$ cat config.mk
export PLATFORM = sky130hd
export DESIGN_NAME = gb3_divider
export DESIGN_NICKNAME = d
export VERILOG_FILES = /design/src/design/gb3_pkg.sv /design/src/design/gb3_divider.sv
export SDC_FILE = /design/constraint.sdc
export NUM_CORES = 1
export LEC_CHECK = 0
export BUFFER_PORTS_ARGS = -buffer_cell sky130_fd_sc_hd__buf_4
export CORE_ASPECT_RATIO = 0.9
export CORE_MARGIN = 2
export CORE_UTILIZATION = 54
export DETAILED_ROUTE_END_ITERATION = 6
export MAX_ROUTING_LAYER = met4
export PLACE_DENSITY = 0.81
export SETUP_SLACK_MARGIN = 0.3
export SYNTH_ARGS = -nofsm -noshare
export SYNTH_HDL_FRONTEND = slang
export SYNTH_SLANG_ARGS = --single-unit
$ cat constraint.sdc
create_clock -name clk -period 3.1 [get_ports clk]
set_clock_uncertainty 0.15 [all_clocks]
set_input_delay 0 -clock clk [delete_from_list [all_inputs] [get_ports clk]]
set_output_delay 0 -clock clk [all_outputs]
set_load 0.02 [all_outputs]
$ cat src/design/gb3_pkg.sv
package gb3_pkg;

    localparam int MAX_WIDTH_DEFAULT = 1024;

    localparam int PIX_W      = 8;
    localparam int WIDTH_W    = 11;
    localparam int HEIGHT_W   = 13;
    localparam int CFG_DATA_W = 13;
    localparam int CFG_IDX_W  = 2;

    localparam logic [WIDTH_W-1:0]  WIDTH_RESET  = 11'd640;
    localparam logic [HEIGHT_W-1:0] HEIGHT_RESET = 13'd480;

    localparam logic [CFG_IDX_W-1:0] CFG_IMAGE_WIDTH  = 2'd0;
    localparam logic [CFG_IDX_W-1:0] CFG_IMAGE_HEIGHT = 2'd1;

    // weighted sum peaks at 16 * 255, weight sum at 16
    localparam int SUM_W     = 12;
    localparam int WSUM_W    = 5;
    localparam int DIV_CNT_W = $clog2(SUM_W);

    typedef enum logic [1:0] {
        ST_IDLE,
        ST_READ,
        ST_DIV,
        ST_OUT
    } gb3_state_t;

    typedef struct packed {
        logic busy;
        logic done;
    } div_status_t;

endpackage

$ cat src/design/gb3_divider.sv
module gb3_divider (
    input  logic                         clk,
    input  logic                         rst_n,
    input  logic                         start,
    input  logic [gb3_pkg::SUM_W-1:0]    dividend,
    input  logic [gb3_pkg::WSUM_W-1:0]   divisor,
    output gb3_pkg::div_status_t         status,
    output logic [gb3_pkg::SUM_W-1:0]    quotient
);
    import gb3_pkg::*;

    logic                 busy_reg, busy_next;
    logic                 done_reg, done_next;
    logic [DIV_CNT_W-1:0] count_reg, count_next;
    logic [SUM_W-1:0]     num_reg;
    logic [SUM_W-1:0]     quo_reg;
    logic [WSUM_W-1:0]    rem_reg;
    logic [WSUM_W-1:0]    divisor_reg;

    logic [WSUM_W:0]      trial;
    logic                 q_bit;
    logic [WSUM_W-1:0]    rem_step;

    // restoring division, one quotient bit a cycle
    always_comb
    begin
        trial    = {rem_reg, num_reg[SUM_W-1]};
        q_bit    = (trial >= {1'b0, divisor_reg});
        rem_step = q_bit ? WSUM_W'(trial - {1'b0, divisor_reg}) : trial[WSUM_W-1:0];
    end

    always_comb
    begin
        busy_next  = busy_reg;
        done_next  = 1'b0;
        count_next = count_reg;
        if (start)
        begin
            busy_next  = 1'b1;
            count_next = DIV_CNT_W'(SUM_W - 1);
        end
        else if (busy_reg)
        begin
            count_next = count_reg - 1'b1;
            if (count_reg == '0)
            begin
                busy_next = 1'b0;
                done_next = 1'b1;
            end
        end
    end

    always_ff @(posedge clk or negedge rst_n)
    begin
        if (!rst_n)
        begin
            busy_reg  <= 1'b0;
            done_reg  <= 1'b0;
            count_reg <= '0;
        end
        else
        begin
            busy_reg  <= busy_next;
            done_reg  <= done_next;
            count_reg <= count_next;
        end
    end

    always_ff @(posedge clk)
    begin
        if (start)
        begin
            num_reg     <= dividend;
            divisor_reg <= divisor;
            rem_reg     <= '0;
            quo_reg     <= '0;
        end
        else if (busy_reg)
        begin
            num_reg <= {num_reg[SUM_W-2:0], 1'b0};
            rem_reg <= rem_step;
            quo_reg <= {quo_reg[SUM_W-2:0], q_bit};
        end
    end

    assign status.busy = busy_reg;
    assign status.done = done_reg;
    assign quotient    = quo_reg;

endmodule

==> insert_results.sql <==
INSERT INTO impl_metrics (metric_group, metric, value, unit) VALUES
('status', 'outcome', 'complete, no violations', ''),
('floorplanning', 'die_area', '3770', 'um^2'),
('worst_setup_path', 'critical_path.top_delay_family', 'compound AO/OA/AOI/OAI gates', ''),
('logic_synthesis', 'synthesis.yosys.warnings', '0', ''),
('placement', 'dp_hpwl', '2.17', 'mm'),
('floorplanning', 'chipHeight', '58.4', 'um'),
('logic_synthesis', 'post_synth_num_cell_types', '35', ''),
('clock_tree', 'cts_buffers', '5', ''),
('logic_synthesis', 'share_of_synthesized_area_occupied_by_flip_flops_and_latches', '0.563', ''),
('clock_tree', 'holdBufCountCts', '20', ''),
('route', 'route.antenna.remaining_nets', '0', ''),
('clock_tree', 'clk_transition_reported_paths', '0.12', 'ns'),
('logic_synthesis', 'synth.net_count', '171', ''),
('placement', 'placement.cell_area', '2050', 'um^2'),
('power', 'vdd_ir_drop_max', '0.000412', 'V'),
('route', 'drc', '0', ''),
('cells_and_area', 'finalNonFillerCells', '240', ''),
('logic_synthesis', 'synth_seq_cells', '40', ''),
('worst_setup_path', 'cp-end-kind', 'flop', ''),
('worst_setup_path', 'critPathArrivalTime', '2.50', 'ns'),
('min_path', 'hold_class', 'input port to flop', ''),
('grt', 'global_route_wire_length_before_repair', '5.93', 'mm'),
('logic_synthesis', 'syn_avg_cell_area', '12.4', 'um^2'),
('cells_and_area', 'n_antenna_cell', '0', ''),
('floorplanning', 'floorplan.core_area', '3090', 'um^2'),
('worst_setup_path', 'r2r.worst_path.cells', '8', ''),
('worst_setup_path', 'slowest_delay', '0.47', 'ns'),
('cells_and_area', 'final_cell_area', '2330', 'um^2'),
('worst_setup_path', 'crit_chain', 'inv_1 > ha_1 > inv_1 > fa_1 > a21o_1 > a221oi_4 > mux2i_1 > a211oi_2', ''),
('cells_and_area', 'final_nets', '225', ''),
('floorplanning', 'placementRows', '19', ''),
('job', 'cap_violations', '0', ''),
('clock_tree', 'cts-root-buf', 'sky130_fd_sc_hd__clkbuf_4', ''),
('grt', 'overflow', '0', ''),
('grt', 'grt_start_max_net_pins', '38', ''),
('worst_setup_path', 'worst-endpoint-required', '3.18', 'ns'),
('timing', 'finalWorstPathRequiredPeriod', '2.42', 'ns'),
('logic_synthesis', 'synthCells', '143', ''),
('min_path', 'hold_path_depth', '2', ''),
('placement', 'port-buffer-count', '33', ''),
('grt', 'groute.usage.overall', '0.220', ''),
('placement', 'dpl_worst_slack', '0.701', 'ns'),
('route', 'routed_wl', '3.56', 'mm'),
('power', 'report.power.total', '1.33', 'mW'),
('route', 'detail_route.wl_per_cell', '14.8', 'um'),
('timing', 'finalSetupViolCount', '0', ''),
('cells_and_area', 'area_growth_syn_to_layout', '30.9', '%'),
('worst_setup_path', 'worstSetupStartpointType', 'flop', ''),
('logic_synthesis', 'netlist_area', '1780', 'um^2'),
('floorplanning', 'floorplan.die.width', '64.5', 'um'),
('grt', 'antenna_found_initial', '0', ''),
('route', 'routed_via_density', '5.13', ''),
('power', 'power_per_cell_area', '571', 'nW/um^2'),
('clock_tree', 'cts_resized', '0', ''),
('clock_tree', 'htree_levels', '2', ''),
('worst_setup_path', 'crit_fanout', '8', ''),
('worst_setup_path', 'critPathBufInv', '2', ''),
('timing', 'drv_slew', '0', ''),
('placement', 'placedCellCount', '212', ''),
('floorplanning', 'ioPinCount', '34', ''),
('timing', 'final.period_utilization', '0.781', ''),
('cells_and_area', 'fraction_of_final_layout_cells_sized_beyond_drive_strength_1', '0.283', ''),
('clock_tree', 'deepest_clock_path_buffer_count', '2', ''),
('timing', 'timing_hold_violations_final', '0', ''),
('grt', 'grt_pass1_vias', '1258', ''),
('worst_setup_path', 'criticalPathCategory', 'flop to flop', ''),
('power', 'p_leak', '1.09', 'nW'),
('timing', 'grt_setup_unrepaired', 'no', ''),
('timing', 'tightest_slew', '0.477', 'ns'),
('route', 'dr_total_vias', '1230', ''),
('clock_tree', 'clock_tree_from_tritoncts', 'yes', '');
## area by class of cell
class / count / area, um^2
clock buffers: 6 / 41.3
clock inverters: 2 / 35.0
fillers: 204 / 763
inverters: 9 / 33.8
multi-input cells: 87 / 708
flip-flops and latches: 40 / 1000
well taps: 42 / 52.6
repair buffers: 54 / 455
## synth_stat cells (all sizes together)
cell	number	area, um^2
a211oi	2	20.0
a21o	3	22.5
a21oi	1	5.00
a221oi	1	26.3
a22o	1	8.76
a31oi	1	6.26
a32oi	2	17.5
and2	1	6.26
and3	2	17.5
buf	6	31.3
clkbuf	1	3.75
dfrtp	6	150
dfxtp	17	340
edfxtp	17	510
fa	1	20.0
ha	7	87.6
inv	9	33.8
mux2	11	124
mux2i	13	130
nand2	6	22.5
nand2b	4	25.0
nand3	1	5.00
nand3b	1	7.51
nor2	16	60.1
nor2b	1	6.26
nor4b	1	8.76
o211ai	1	7.51
o21ai	3	15.0
or2	1	6.26
xnor2	3	26.3
xor2	3	26.3
## per-stage QoR
step	hold WS, ns	util
global placement	-0.343	0.664
detailed placement	-0.334	0.664
finish	0.229	0.753
floorplan	-0.446	-
CTS	0.213	0.753
global route	0.210	0.753
## cell usage in the layout, fill, tap and decap left out
cell type                       netlist  layout
sky130_fd_sc_hd__o211ai_1             1       1
sky130_fd_sc_hd__a221oi_4             1       1
sky130_fd_sc_hd__buf_4                2      34
sky130_fd_sc_hd__nor4b_1              1       1
sky130_fd_sc_hd__edfxtp_1            17      17
sky130_fd_sc_hd__a211oi_2             1       1
sky130_fd_sc_hd__mux2i_1             13      13
sky130_fd_sc_hd__a31oi_1              1       1
sky130_fd_sc_hd__nand2b_1             4       4
sky130_fd_sc_hd__ha_1                 7       7
sky130_fd_sc_hd__and3_4               1       1
sky130_fd_sc_hd__dlygate4sd3_1        0      20
sky130_fd_sc_hd__a22o_1               1       1
sky130_fd_sc_hd__clkbuf_4             0       5
sky130_fd_sc_hd__a32oi_1              2       2
sky130_fd_sc_hd__clkbuf_1             1       1
sky130_fd_sc_hd__a21oi_1              1       1
sky130_fd_sc_hd__fa_1                 1       1
sky130_fd_sc_hd__nor2b_1              1       1
sky130_fd_sc_hd__dfxtp_1             17      17
sky130_fd_sc_hd__o21ai_0              3       3
sky130_fd_sc_hd__xnor2_1              3       3
sky130_fd_sc_hd__or2_2                1       1
sky130_fd_sc_hd__a21o_1               3       3
sky130_fd_sc_hd__mux2_2              11      11
sky130_fd_sc_hd__and3_1               1       1
sky130_fd_sc_hd__nor2_1              16      16
sky130_fd_sc_hd__bufinv_16            0       1
sky130_fd_sc_hd__nand2_1              6       6
sky130_fd_sc_hd__xor2_1               3       3
sky130_fd_sc_hd__and2_1               1       1
sky130_fd_sc_hd__nand3b_1             1       1
sky130_fd_sc_hd__clkinv_2             0       1
sky130_fd_sc_hd__a211oi_1             1       1
sky130_fd_sc_hd__dfrtp_1              6       6
sky130_fd_sc_hd__nand3_1              1       1
sky130_fd_sc_hd__inv_1                9       9
## metal layers
metal | global-route usage | vias up | routed length [um]
met5 | - | - | 0
met4 | 0.0729 | 0 | 72
met3 | 0.0669 | 8 | 135
met2 | 0.372 | 28 | 1900
met1 | 0.255 | 587 | 1450
li1 | - | 607 | -
## kinds of logic after synthesis
kind of cell | Yosys count | share of synthesized area
flops | 40 | 0.563
simple gates | 34 | 0.0929
mux | 24 | 0.143
buf+inv | 16 | 0.0387
compound gates | 15 | 0.0725
fa+ha+maj | 8 | 0.0605
xor+xnor | 6 | 0.0296
## worst paths after layout
kind / from / end / slack [ns]
hold / removal: divisor[2] / divisor_reg[2] / 0.23
hold reg to reg: rem_reg[4] / rem_reg[4] / 0.36
setup reg to reg: num_reg[11] / rem_reg[1] / 0.68
min in group asynchronous: rst_n / count_reg[2] / 0.46
setup / recovery: num_reg[11] / rem_reg[1] / 0.68
max in group asynchronous: rst_n / done_reg / 2.10
## where the power goes
group / internal (mW) / leakage [nW] / switching [mW]
Clock: 0.169 / 0.0422 / 0.162
Combinational: 0.175 / 0.670 / 0.170
Sequential: 0.610 / 0.382 / 0.0422
Power figures use the tool's default switching activity.
